[config.mk]
export PLATFORM = sky130hd
export DESIGN_NAME = bitmap_set_clear_find_first
export DESIGN_NICKNAME = d
export VERILOG_FILES = /design/src/hdl/bscff_pkg.sv /design/src/hdl/bscff_ram.sv /design/src/hdl/bitmap_set_clear_find_first.sv
export VERILOG_INCLUDE_DIRS = /design/src /design/src/hdl
export SDC_FILE = /design/constraint.sdc
export NUM_CORES = 2
export LEC_CHECK = 0
export BUFFER_PORTS_ARGS = -buffer_cell sky130_fd_sc_hd__buf_2
export CORE_MARGIN = 5
export CORE_UTILIZATION = 60
export DETAILED_ROUTE_END_ITERATION = 10
export HOLD_SLACK_MARGIN = 0.05
export PLACE_DENSITY = 0.76
export SYNTH_ARGS = -nofsm -noshare
export SYNTH_HDL_FRONTEND = slang
export SYNTH_SLANG_ARGS = --single-unit
[constraint.sdc]
create_clock -name clk_i -period 8.5 [get_ports clk_i]
set_input_delay 0 -clock clk_i [delete_from_list [all_inputs] [get_ports clk_i]]
set_output_delay 0 -clock clk_i [all_outputs]
set_load 0.02 [all_outputs]
[src/hdl/bitmap_set_clear_find_first_defines.svh]
`ifndef BITMAP_SET_CLEAR_FIND_FIRST_DEFINES_SVH
`define BITMAP_SET_CLEAR_FIND_FIRST_DEFINES_SVH

// same-cycle implication, sampled on clk_i, off while rst_ni is low
`define BSCFF_ASSERT_IMP(lbl, ante, cons, msg) \
  lbl: assert property (@(posedge clk_i) disable iff (!rst_ni) (ante) |-> (cons)) \
    else $error(msg);

// next-cycle implication, sampled on clk_i, off while rst_ni is low
`define BSCFF_ASSERT_NXT(lbl, ante, cons, msg) \
  lbl: assert property (@(posedge clk_i) disable iff (!rst_ni) (ante) |=> (cons)) \
    else $error(msg);

`endif

[src/hdl/bscff_pkg.sv]
`default_nettype none

package bscff_pkg;

  localparam int unsigned WORD_W  = 64;
  localparam int unsigned IDX_W   = 10;
  localparam int unsigned SIZE_W  = 11;
  localparam int unsigned OP_W    = 3;
  localparam int unsigned WPTR_W  = 6;

  typedef enum logic [OP_W-1:0] {
    OP_TEST        = 3'd0,
    OP_SET         = 3'd1,
    OP_CLEAR       = 3'd2,
    OP_CLEAR_ALL   = 3'd3,
    OP_FIRST_SET   = 3'd4,
    OP_FIRST_CLEAR = 3'd5,
    OP_NEXT_SET    = 3'd6
  } opcode_e;

  typedef enum logic [2:0] {
    ST_INIT,
    ST_IDLE,
    ST_BIT,
    ST_SCAN,
    ST_WIPE,
    ST_DONE
  } state_e;

  typedef struct packed {
    logic [OP_W-1:0]  opcode;
    logic [IDX_W-1:0] bit_index;
  } in_t;

  typedef struct packed {
    logic              bit_value;
    logic              found;
    logic [IDX_W-1:0]  found_index;
    logic [SIZE_W-1:0] set_count;
    logic              status;
  } out_t;

endpackage

`default_nettype wire

[src/hdl/bscff_ram.sv]
`default_nettype none

module bscff_ram #(
  parameter int unsigned WIDTH = 64,
  parameter int unsigned DEPTH = 16,
  localparam int unsigned AW   = (DEPTH > 1) ? $clog2(DEPTH) : 1
) (
  input  wire logic             clk_i,
  input  wire logic             we_i,
  input  wire logic [AW-1:0]    waddr_i,
  input  wire logic [WIDTH-1:0] wdata_i,
  input  wire logic [AW-1:0]    raddr_i,
  output logic      [WIDTH-1:0] rdata_o
);

  logic [WIDTH-1:0] mem [DEPTH];
  logic [WIDTH-1:0] rdata_q;

  always_ff @(posedge clk_i) begin
    if (we_i) begin
      mem[waddr_i] <= wdata_i;
    end
    rdata_q <= mem[raddr_i];
  end

  assign rdata_o = rdata_q;

endmodule

`default_nettype wire

[src/hdl/bitmap_set_clear_find_first.sv]
// Test, set, clear: read word, write back, load output register; when out of range, the read
// and write-back are skipped and the beat goes straight to the output register load.
// Searches: 64-bit words are scanned in turn up to the last word in range; skipped when nothing to scan.
// Clear all: one RAM word cleared per cycle.
// Reset: clearing pass of the word RAM; no input beat is taken until it ends.
// Configuration writes are taken at any time, including during the clearing pass.
`default_nettype none
`include "bitmap_set_clear_find_first_defines.svh"

module bitmap_set_clear_find_first
  import bscff_pkg::*;
#(
  parameter int unsigned BITS = 1024
) (
  input  wire logic              clk_i,
  input  wire logic              rst_ni,
  input  wire logic              cfg_we_i,
  input  wire logic [SIZE_W-1:0] cfg_wdata_i,
  input  wire logic              in_valid_i,
  output logic                   in_stall_o,
  input  wire in_t               in_data_i,
  output logic                   out_valid_o,
  input  wire logic              out_stall_i,
  output out_t                   out_data_o
);

  localparam int unsigned NWORDS = (BITS + WORD_W - 1) / WORD_W;
  localparam int unsigned AW     = (NWORDS > 1) ? $clog2(NWORDS) : 1;
  localparam int unsigned CW     = $clog2(BITS + 1);
  localparam int unsigned CMPW   = (CW > SIZE_W) ? CW : SIZE_W;

  function automatic logic [5:0] lowest_one(input logic [WORD_W-1:0] v);
    logic [5:0] p;
    p = '0;
    for (int i = WORD_W - 1; i >= 0; i--) begin
      if (v[i]) begin
        p = 6'(i);
      end
    end
    return p;
  endfunction

  state_e state_q, state_d;

  logic [SIZE_W-1:0] cfg_q;
  logic [CW-1:0]     ones_q, ones_d;
  logic [OP_W-1:0]   op_q, op_d;
  logic [IDX_W-1:0]  idx_q, idx_d;
  logic [WPTR_W-1:0] ptr_q, ptr_d;
  logic [WPTR_W-1:0] chk_q, chk_d;
  logic [WPTR_W-1:0] sw_q, sw_d;
  logic [WPTR_W-1:0] last_q, last_d;
  logic [5:0]        lo_q, lo_d;
  logic [5:0]        hi_q, hi_d;
  logic              pend_q, pend_d;
  logic [AW-1:0]     wcnt_q, wcnt_d;
  out_t              res_q, res_d;
  out_t              out_q, out_d;
  logic              out_valid_q, out_valid_d;

  logic              ram_we;
  logic [AW-1:0]     ram_waddr;
  logic [WORD_W-1:0] ram_wdata;
  logic [AW-1:0]     ram_raddr;
  logic [WORD_W-1:0] ram_rdata;

  logic              accept;
  logic [SIZE_W-1:0] size;
  logic [SIZE_W-1:0] size_m1;
  logic [SIZE_W-1:0] start_bit;
  logic              in_range;
  logic              empty;
  logic              full;
  logic              wipe_end;
  logic              out_free;
  logic [WORD_W-1:0] scan_word;
  logic [WORD_W-1:0] scan_mask;
  logic [WORD_W-1:0] scan_hits;
  logic              hit;
  logic              cur_bit;
  logic [WORD_W-1:0] bit_mask;

  bscff_ram #(
    .WIDTH (WORD_W),
    .DEPTH (NWORDS)
  ) u_ram (
    .clk_i   (clk_i),
    .we_i    (ram_we),
    .waddr_i (ram_waddr),
    .wdata_i (ram_wdata),
    .raddr_i (ram_raddr),
    .rdata_o (ram_rdata)
  );

  assign accept    = (state_q == ST_IDLE) && in_valid_i;
  assign size      = (32'(cfg_q) > BITS) ? SIZE_W'(BITS) : cfg_q;
  assign size_m1   = size - SIZE_W'(1);
  assign start_bit = (in_data_i.opcode == OP_NEXT_SET) ?
                     ({1'b0, in_data_i.bit_index} + SIZE_W'(1)) : '0;
  assign in_range  = {1'b0, in_data_i.bit_index} < size;
  assign empty     = start_bit >= size;
  assign full      = CMPW'(ones_q) == CMPW'(size);
  assign wipe_end  = wcnt_q == AW'(NWORDS - 1);
  assign out_free  = !out_valid_q || !out_stall_i;

  assign scan_word = (op_q == OP_FIRST_CLEAR) ? ~ram_rdata : ram_rdata;
  always_comb begin
    scan_mask = '1;
    if (chk_q == sw_q) begin
      scan_mask = scan_mask & ({WORD_W{1'b1}} << lo_q);
    end
    if ((chk_q == last_q) && (hi_q != '0)) begin
      scan_mask = scan_mask & ~({WORD_W{1'b1}} << hi_q);
    end
  end
  assign scan_hits = scan_word & scan_mask;
  assign hit       = |scan_hits;

  assign bit_mask = {{(WORD_W-1){1'b0}}, 1'b1} << idx_q[5:0];
  assign cur_bit  = |(ram_rdata & bit_mask);

  always_comb begin
    state_d = state_q;
    case (state_q)
      ST_INIT: begin
        if (wipe_end) state_d = ST_IDLE;
      end
      ST_IDLE: begin
        if (in_valid_i) begin
          case (in_data_i.opcode)
            OP_TEST, OP_SET, OP_CLEAR: state_d = in_range ? ST_BIT : ST_DONE;
            OP_CLEAR_ALL:              state_d = ST_WIPE;
            OP_FIRST_SET:              state_d = empty ? ST_DONE : ST_SCAN;
            OP_FIRST_CLEAR:            state_d = (empty || full) ? ST_DONE : ST_SCAN;
            OP_NEXT_SET:               state_d = (!in_range || empty) ? ST_DONE : ST_SCAN;
            default:                   state_d = ST_DONE;
          endcase
        end
      end
      ST_BIT: state_d = ST_DONE;
      ST_SCAN: begin
        if (pend_q && (hit || (chk_q == last_q))) state_d = ST_DONE;
      end
      ST_WIPE: begin
        if (wipe_end) state_d = ST_DONE;
      end
      ST_DONE: begin
        if (out_free) state_d = ST_IDLE;
      end
      default: state_d = ST_INIT;
    endcase
  end

  always_comb begin
    ones_d      = ones_q;
    op_d        = op_q;
    idx_d       = idx_q;
    ptr_d       = ptr_q;
    chk_d       = chk_q;
    sw_d        = sw_q;
    last_d      = last_q;
    lo_d        = lo_q;
    hi_d        = hi_q;
    pend_d      = pend_q;
    wcnt_d      = wcnt_q;
    res_d       = res_q;
    out_d       = out_q;
    out_valid_d = out_valid_q;
    ram_we      = 1'b0;
    ram_waddr   = AW'(idx_q[IDX_W-1:6]);
    ram_wdata   = '0;
    ram_raddr   = AW'(in_data_i.bit_index[IDX_W-1:6]);
    in_stall_o  = state_q != ST_IDLE;

    if (out_valid_q && !out_stall_i) out_valid_d = 1'b0;

    case (state_q)
      ST_INIT: begin
        ram_we    = 1'b1;
        ram_waddr = wcnt_q;
        wcnt_d    = wcnt_q + AW'(1);
      end
      ST_IDLE: begin
        if (accept) begin
          op_d   = in_data_i.opcode;
          idx_d  = in_data_i.bit_index;
          ptr_d  = {1'b0, start_bit[SIZE_W-1:6]};
          sw_d   = {1'b0, start_bit[SIZE_W-1:6]};
          lo_d   = start_bit[5:0];
          last_d = {1'b0, size_m1[SIZE_W-1:6]};
          hi_d   = size[5:0];
          pend_d = 1'b0;
          wcnt_d = '0;
          res_d  = '0;
          case (in_data_i.opcode)
            OP_TEST, OP_SET, OP_CLEAR, OP_NEXT_SET: res_d.status = !in_range;
            OP_CLEAR_ALL:                           ones_d = '0;
            default:                                res_d.status = 1'b0;
          endcase
        end
      end
      ST_BIT: begin
        res_d.bit_value = cur_bit;
        if ((op_q == OP_SET) && !cur_bit) begin
          ram_we    = 1'b1;
          ram_wdata = ram_rdata | bit_mask;
          ones_d    = ones_q + CW'(1);
        end else if ((op_q == OP_CLEAR) && cur_bit) begin
          ram_we    = 1'b1;
          ram_wdata = ram_rdata & ~bit_mask;
          ones_d    = ones_q - CW'(1);
        end
      end
      ST_SCAN: begin
        ram_raddr = AW'(ptr_q);
        ptr_d     = ptr_q + WPTR_W'(1);
        chk_d     = ptr_q;
        pend_d    = 1'b1;
        if (pend_q && hit) begin
          res_d.found       = 1'b1;
          res_d.found_index = {chk_q[3:0], lowest_one(scan_hits)};
        end
      end
      ST_WIPE: begin
        ram_we    = 1'b1;
        ram_waddr = wcnt_q;
        wcnt_d    = wcnt_q + AW'(1);
      end
      ST_DONE: begin
        if (out_free) begin
          out_valid_d     = 1'b1;
          out_d           = res_q;
          out_d.set_count = SIZE_W'(ones_q);
        end
      end
      default: ;
    endcase
  end

  always_ff @(posedge clk_i or negedge rst_ni) begin
    if (!rst_ni) begin
      state_q     <= ST_INIT;
      cfg_q       <= SIZE_W'(1024);
      ones_q      <= '0;
      wcnt_q      <= '0;
      pend_q      <= 1'b0;
      out_valid_q <= 1'b0;
    end else begin
      state_q     <= state_d;
      ones_q      <= ones_d;
      wcnt_q      <= wcnt_d;
      pend_q      <= pend_d;
      out_valid_q <= out_valid_d;
      if (cfg_we_i) cfg_q <= cfg_wdata_i;
    end
  end

  always_ff @(posedge clk_i) begin
    op_q   <= op_d;
    idx_q  <= idx_d;
    ptr_q  <= ptr_d;
    chk_q  <= chk_d;
    sw_q   <= sw_d;
    last_q <= last_d;
    lo_q   <= lo_d;
    hi_q   <= hi_d;
    res_q  <= res_d;
    out_q  <= out_d;
  end

  assign out_valid_o = out_valid_q;
  assign out_data_o  = out_q;

  `BSCFF_ASSERT_NXT(a_rmw_moves_count, (state_q == ST_BIT) && ram_we, ones_q != $past(ones_q), "bit write without count change")
  `BSCFF_ASSERT_IMP(a_scan_in_bounds, (state_q == ST_SCAN) && pend_q, chk_q <= last_q, "scan past last word")
  `BSCFF_ASSERT_NXT(a_clear_all_count, accept && (in_data_i.opcode == OP_CLEAR_ALL), ones_q == '0, "count not cleared")

endmodule

`default_nettype wire
# [After elaboration in Yosys (flattened, before gate mapping)]
# Memories as Yosys holds them, arrays and structs flattened. A register that Yosys moved wholly into a read port is not among the register bits.
# Cells that the tools add are included.
[classes] n_addsub=6 shift=3 reduce_logical=34 order_cmp=3 n_eq_ne=28 n_bitwise=8 n_mux=109
[op_table] op="$mux 6" count=65
[op_table] op="$mux 64" count=6
[op_table] op="$and 64x64->64" count=4
[op_table] op="$not 64->64" count=3
[op_table] op="$reduce_or 64->1" count=2
[op_table] op="$shl 64x6->64 const A" count=2
[op_table] op="$mux 11" count=7
[op_table] op="$or 64x64->64" count=1
[op_table] op="$shl 1x6->64 const A" count=1
[op_table] op="$pmux 11 s2" count=2
[op_table] op="$mux 3" count=9
[op_table] op="$mux 24" count=1
[op_table] op="$sub 11x1->11 const B" count=2
[op_table] op="$eq 3x3->1 const B" count=6
[op_table] op="$pmux 3 s6" count=1
[op_table] op="$eq 3x2->1 const B" count=5
[op_table] op="$pmux 3 s5" count=1
[op_table] op="$ne 2x2->1 const B" count=7
[op_table] op="$eq 6x5->1" count=2
[op_table] op="$mux 4" count=3
[op_table] op="$pmux 6 s2" count=1
[op_table] op="$add 10x1->11 const B" count=1
[op_table] op="$add 11x1->11 const B" count=1
[op_table] op="$eq 11x11->1" count=1
[op_table] op="other kinds (26)" count=57
[word_totals] output_inout_bits=26 register_bits=115 n_memories=1 ramBits=1024
[mem_list] name="u_ram.mem" depth=16 width=64 rd=1 rd_ports_with_merged_regs=1 wr=1 line_no="bscff_ram.sv:16" text="logic [WIDTH-1:0] mem [DEPTH];"

# [Depth between registers and ports, before layout]
[logic_depth] word_depth=71 ltp_mapped=20 ltp_nobuf=17

# [Cells and area by module]
# Synthesis repeated with hierarchy kept, for this count alone.
[hier_totals] cells_unflattened=3074 area_unflattened_um2=51026.4
[by_module_without_submodules] module="bscff_ram" area_each_um2=39581.7 seq_area_each_um2=32030.7 cells_each=1647 instances=1
[by_module_without_submodules] module="bitmap_set_clear_find_first" area_each_um2=11444.7 seq_area_each_um2=3299.4 cells_each=1427 instances=1

# [Worst setup path before layout]
# Ideal clock, no wire load.
[synth_timing] kind="reg2reg" start="reg idx_q[5]" end="mem u_ram.mem[0][0], enable pin" path_slack_ns=2.348 synth_period_minus_slack_ns=6.152 t_arrival_ns=5.645 required_ns=7.993 n_path_buf=1 stages_incl_launch_ff=10 path_cell_list="edfxtp_1 > buf_2 > nor4b_2 > a22oi_1 > a31o_2 > a21boi_0 > nor2_1 > mux2i_2 > o31a_1 > a21oi_1"
[synth_between] elab_chain_cells=9
[synth_lines] item="start: declaration" line_no="bitmap_set_clear_find_first.sv:48" text="logic [IDX_W-1:0] idx_q, idx_d;"
[synth_lines] item="start signal: assignment" line_no="bitmap_set_clear_find_first.sv:260" text="idx_q <= idx_d;"
[synth_lines] item="$shl 1x6->64 (*)" line_no="bitmap_set_clear_find_first.sv:119" text="assign bit_mask = {{(WORD_W-1){1'b0}}, 1'b1} << idx_q[5:0];"
[synth_lines] item="$and 64x64->64 (*)" line_no="bitmap_set_clear_find_first.sv:120" text="assign cur_bit = |(ram_rdata & bit_mask);"
[synth_lines] item="$reduce_or 64->1 (*)" line_no="bitmap_set_clear_find_first.sv:120"
[synth_lines] item="$logic_and 1x1->1 / $logic_not 1->1 (equally long branches)" line_no="bitmap_set_clear_find_first.sv:208, bitmap_set_clear_find_first.sv:204"
[synth_lines] item="$mux 1 / $logic_and 1x1->1 (equally long branches)" line_no="bitmap_set_clear_find_first.sv:208, bitmap_set_clear_find_first.sv:204"
[synth_lines] item="$mux 1 (*)" line_no="bitmap_set_clear_find_first.sv:204" text="if ((op_q == OP_SET) && !cur_bit) begin"
[synth_lines] item="$pmux 1 s2 (*)" line_no="bitmap_set_clear_find_first.sv:177" text="case (state_q)"
[synth_lines] item="$mux 1 (*)" line_no="bscff_ram.sv:20" text="if (we_i) begin"
[synth_lines] item="$mux 1 (not written as such) (*)" line_no="bscff_ram.sv:21" text="mem[waddr_i] <= wdata_i;"
[synth_lines] item="end: declaration" line_no="bscff_ram.sv:16"
# Every way passes the cells marked *; elsewhere a longest branch is shown, timed or not.

# [Final worst setup path]
[layout_timing] start="reg idx_q[5]" end="reg ones_q[10]"
[layout_between] elab_chain_cells=7
[layout_lines] item="$shl 1x6->64 (*)" line_no="bitmap_set_clear_find_first.sv:119"
[layout_lines] item="$and 64x64->64 (*)" line_no="bitmap_set_clear_find_first.sv:120"
[layout_lines] item="$reduce_or 64->1 (*)" line_no="bitmap_set_clear_find_first.sv:120"
[layout_lines] item="$logic_not 1->1" line_no="bitmap_set_clear_find_first.sv:204"
[layout_lines] item="$logic_and 1x1->1" line_no="bitmap_set_clear_find_first.sv:204"
[layout_lines] item="$ne 3x3->1 (no source line) / $mux 11 (equally long branches)"
[layout_lines] item="$reduce_and 4->1 (no source line) / $pmux 11 s2 (equally long branches)"
[layout_lines] item="end signal: assignment" line_no="bitmap_set_clear_find_first.sv:250" text="ones_q <= ones_d;"
[layout_lines] item="end: declaration" line_no="bitmap_set_clear_find_first.sv:46" text="logic [CW-1:0] ones_q, ones_d;"
# Marked as above.
# A chain may end at the register's enable or synchronous reset.

==> qor.yml <==
status:
  status: "completed"
detailed_routing:
  ant_nets: 0
  post-route-drc-count: 0
  top_layer: "met4"
  route.met2.wl_mm: 72.6
  vias: 36800
  wl_met3_mm: 13.9
  avgRoutedWirePerCell_um: 27.6
  drt_pass1_iterations: 6
  drt_iter0_drc: 5151
  drt-met1-wl_mm: 59.9
  vias_per_cell: 6.67
  drt-total-wl_mm: 152
worst_hold_path:
  min_path_type: "primary input to register"
setup_path:
  worst-endpoint-required_ns: 9.13
  crit_type: "register to register"
  cp-end-kind: "register"
  r2r-end: "ones_q[10]$_DFFE_PN0P_"
  arrival_ns: 6.93
  crit_start: "idx_q[5]$_DFFE_PP_"
  worstReg2RegStart: "idx_q[5]$_DFFE_PP_"
  cp-start-kind: "register"
  reg2reg_setup_slack_ns: 2.20
  endpoint: "ones_q[10]$_DFFE_PN0P_"
  crit_fanout: 62
  worstRegToRegCells: 19
yosys:
  ys_warn_count: 0
  yosysSeqAreaShare_pct: 66.5
  syn_nets: 4343
  ys_ff_latch: 1203
  async_flop_share_pct: 2.58
  syn_inst: 4281
  synth.distinct_cells: 95
  ys.flop_type: "edfxtp_1"
  synth_edf_count: 1108
  synth_area_per_cell_um2: 12.4
  synth_area_um2: 53100
floorplan:
  die_w_um: 308
  initial_core_util_pct: 60.3
  core_um2: 88100
  fp.dieH_um: 308
  row_count: 109
  die_area_um2: 94600
  ioPinCount: 55
finish:
  multi_input_area_um2: 16600
  nets: 4315
  stdcell_count: 5513
  regArea_um2: 35300
  design_area_um2: 58900
  drive_gt1_share_pct: 8.35
  nFillCells: 6189
  utilization_pct: 66.8
  area_growth_pct: 10.9
clock_tree:
  clockRootBuffer: "clkbuf_16"
  holdBufCountCts: 53
  cts_buffer_depth: 3
  cts_tree: "done"
  clkTransAtPathRegs_ns: 0.07
  htree_levels: 3
  clk_latency_ns: 0.73
  cts_num_sinks: 1203
  cts_resized: 0
  cts_made_buffers: 114
  post_cts_buffers: 0
timing:
  slew_headroom_pct: 2.19
  slew_violations: 0
  fin_skew_ns: 0.0470
  worst_slew_pin_slew_ns: 1.47
  hold_viol: 0
  setup_viol: 0
  max_freq_mhz: 159
  post-route-period-util_pct: 74.1
  rsz0062_at_grt: "false"
  final.setup.tns_ns: 0
  fin_crit_ns: 6.30
grt:
  grt_pass1_vias: 35300
  grt_pass1_wl_mm: 225
  grtUsageTotal_pct: 31.5
  grt_start_max_net_pins: 220
  grt_overflow: 0
  antenna_found_initial: 0
flow_run:
  maxCapViolations: 0
power:
  power.leakage_nw: 18.8
  ir_worst_vdd_mv: 0.201
  power_density_nw_per_um2: 301
  power_mw: 17.7
placement:
  numPortBuffers: 54
  place_area_um2: 54500
  dpl.hpwl_mm: 88.3
  routabilityCongestion: 1.03
  dp_cells: 5248
## critical path, cell delays in order (launching register included)
cell      delay, ns
edfxtp_1       0.81
buf_4          0.38
and4b_1        0.36
a221o_1        0.39
a21oi_1        0.14
a221o_1        0.21
nand4_1        0.26
nor4_4         0.28
buf_4          0.57
inv_1          0.47
fa_1           0.53
a21o_1         0.20
a21oi_1        0.22
nor2b_1        0.08
o21a_1         0.19
o41ai_1        0.45
o21a_1         0.27
xnor2_1        0.07
o21ai_0        0.17
o31a_1         0.15
## cells by family after synthesis
| logic type | share of synthesized area [%] |
|---|---|
| flip-flops | 66.5 |
| buffers and inverters | 2.68 |
| multiplexers | 0.733 |
| AND/OR/NAND/NOR | 12.0 |
| XOR/XNOR | 1.68 |
| AO/OA/AOI/OAI | 15.6 |
| adder cells (fa/ha/maj) | 0.791 |
## sequential cells by signal, summed over array words and instances, names as in the netlist
name / cells
cfg_q: 11
chk_q: 6
hi_q: 6
idx_q: 10
last_q: 5
lo_q: 6
ones_q: 11
op_q: 3
out_data_o: 24
out_valid_o: 1
pend_q: 1
ptr_q: 6
res_q: 13
state_q: 3
sw_q: 5
u_ram.mem: 1024
u_ram.rdata_o: 64
wcnt_q: 4
## power breakdown
part           switching (mW)  internal [mW]
logic                    3.31           1.47
clock network            2.15           3.01
registers               0.550           7.22
total                    6.02           11.7
## worst min path at each step
stage | cells past startpoint | slack [ns] | end | from
floorplan | 0 | -0.30 | cfg_q[0]$_DFFE_PN0P_ | rst_ni
global placement | 1 | 0.11 | cfg_q[6]$_DFFE_PN0P_ | rst_ni
detailed placement | 1 | 0.11 | cfg_q[6]$_DFFE_PN0P_ | rst_ni
CTS | 4 | 0.07 | out_valid_o$_DFF_PN0_ | out_stall_i
global route | 2 | 0.10 | op_q[0]$_DFFE_PP_ | in_data_i[10]
finish | 2 | 0.13 | op_q[0]$_DFFE_PP_ | in_data_i[10]
## layout make-up
type | count | share of cell area (%)
diodes | 1 | 0.00425
clock buffers | 155 | 5.34
clock inverters | 55 | 1.14
inverters | 46 | 0.293
multi-input cells | 2708 | 28.2
flip-flops and latches | 1203 | 60.0
well taps | 1165 | 2.48
repair buffers | 180 | 2.58
## through the flow
| stage | hold slack [ns] | worst slack (ns) |
|---|---|---|
| 2_1_floorplan | -0.296 | 2.35 |
| 5_1_grt | 0.105 | 1.93 |
| 6_report | 0.126 | 2.20 |
| 4_1_cts | 0.0654 | 2.33 |
| 3_5_place_dp | 0.107 | 2.37 |
| 3_3_place_gp | 0.106 | 2.37 |
## cell usage in the layout, fill, tap and decap left out, types with 54 or more instances in the layout
master        n
edfxtp_1   1108
nand2_1     661
a211oi_1    329
and2_1      277
a21oi_1     234
a31oi_1     193
a311oi_1    136
nor2_1      123
clkbuf_16   118
o21ai_0     102
nand3_1      64
dfxtp_1      64
buf_4        60
xnor2_1      54
buf_2        54
## Yosys cell counts, types with 19 or more instances
cell	count	share of area, %
edfxtp_1	1108	63
nand2_1	663	4.7
a211oi_1	329	4.6
clkbuf_1	287	2.0
and2_1	277	3.3
a21oi_1	242	2.3
a31oi_1	193	2.3
a311oi_1	136	2.2
nor2_1	135	0.95
o21ai_0	102	0.96
dfxtp_1	64	2.4
nand3_1	64	0.60
xnor2_1	54	0.89
xor2_1	48	0.79
inv_1	44	0.31
ha_1	32	0.75
dfrtp_1	30	1.4
mux2i_1	24	0.45
nand4_1	24	0.28
nor3_1	24	0.23
o31ai_1	20	0.28
buf_2	19	0.18
## routing by layer
layer  vias to the layer above  track usage (%)
li1                      16300                -
met1                     18100             44.4
met2                      2021             51.1
met3                       311             4.70
met4                         0             10.9
met5                         -                0
(Power assumes the default switching activity.)
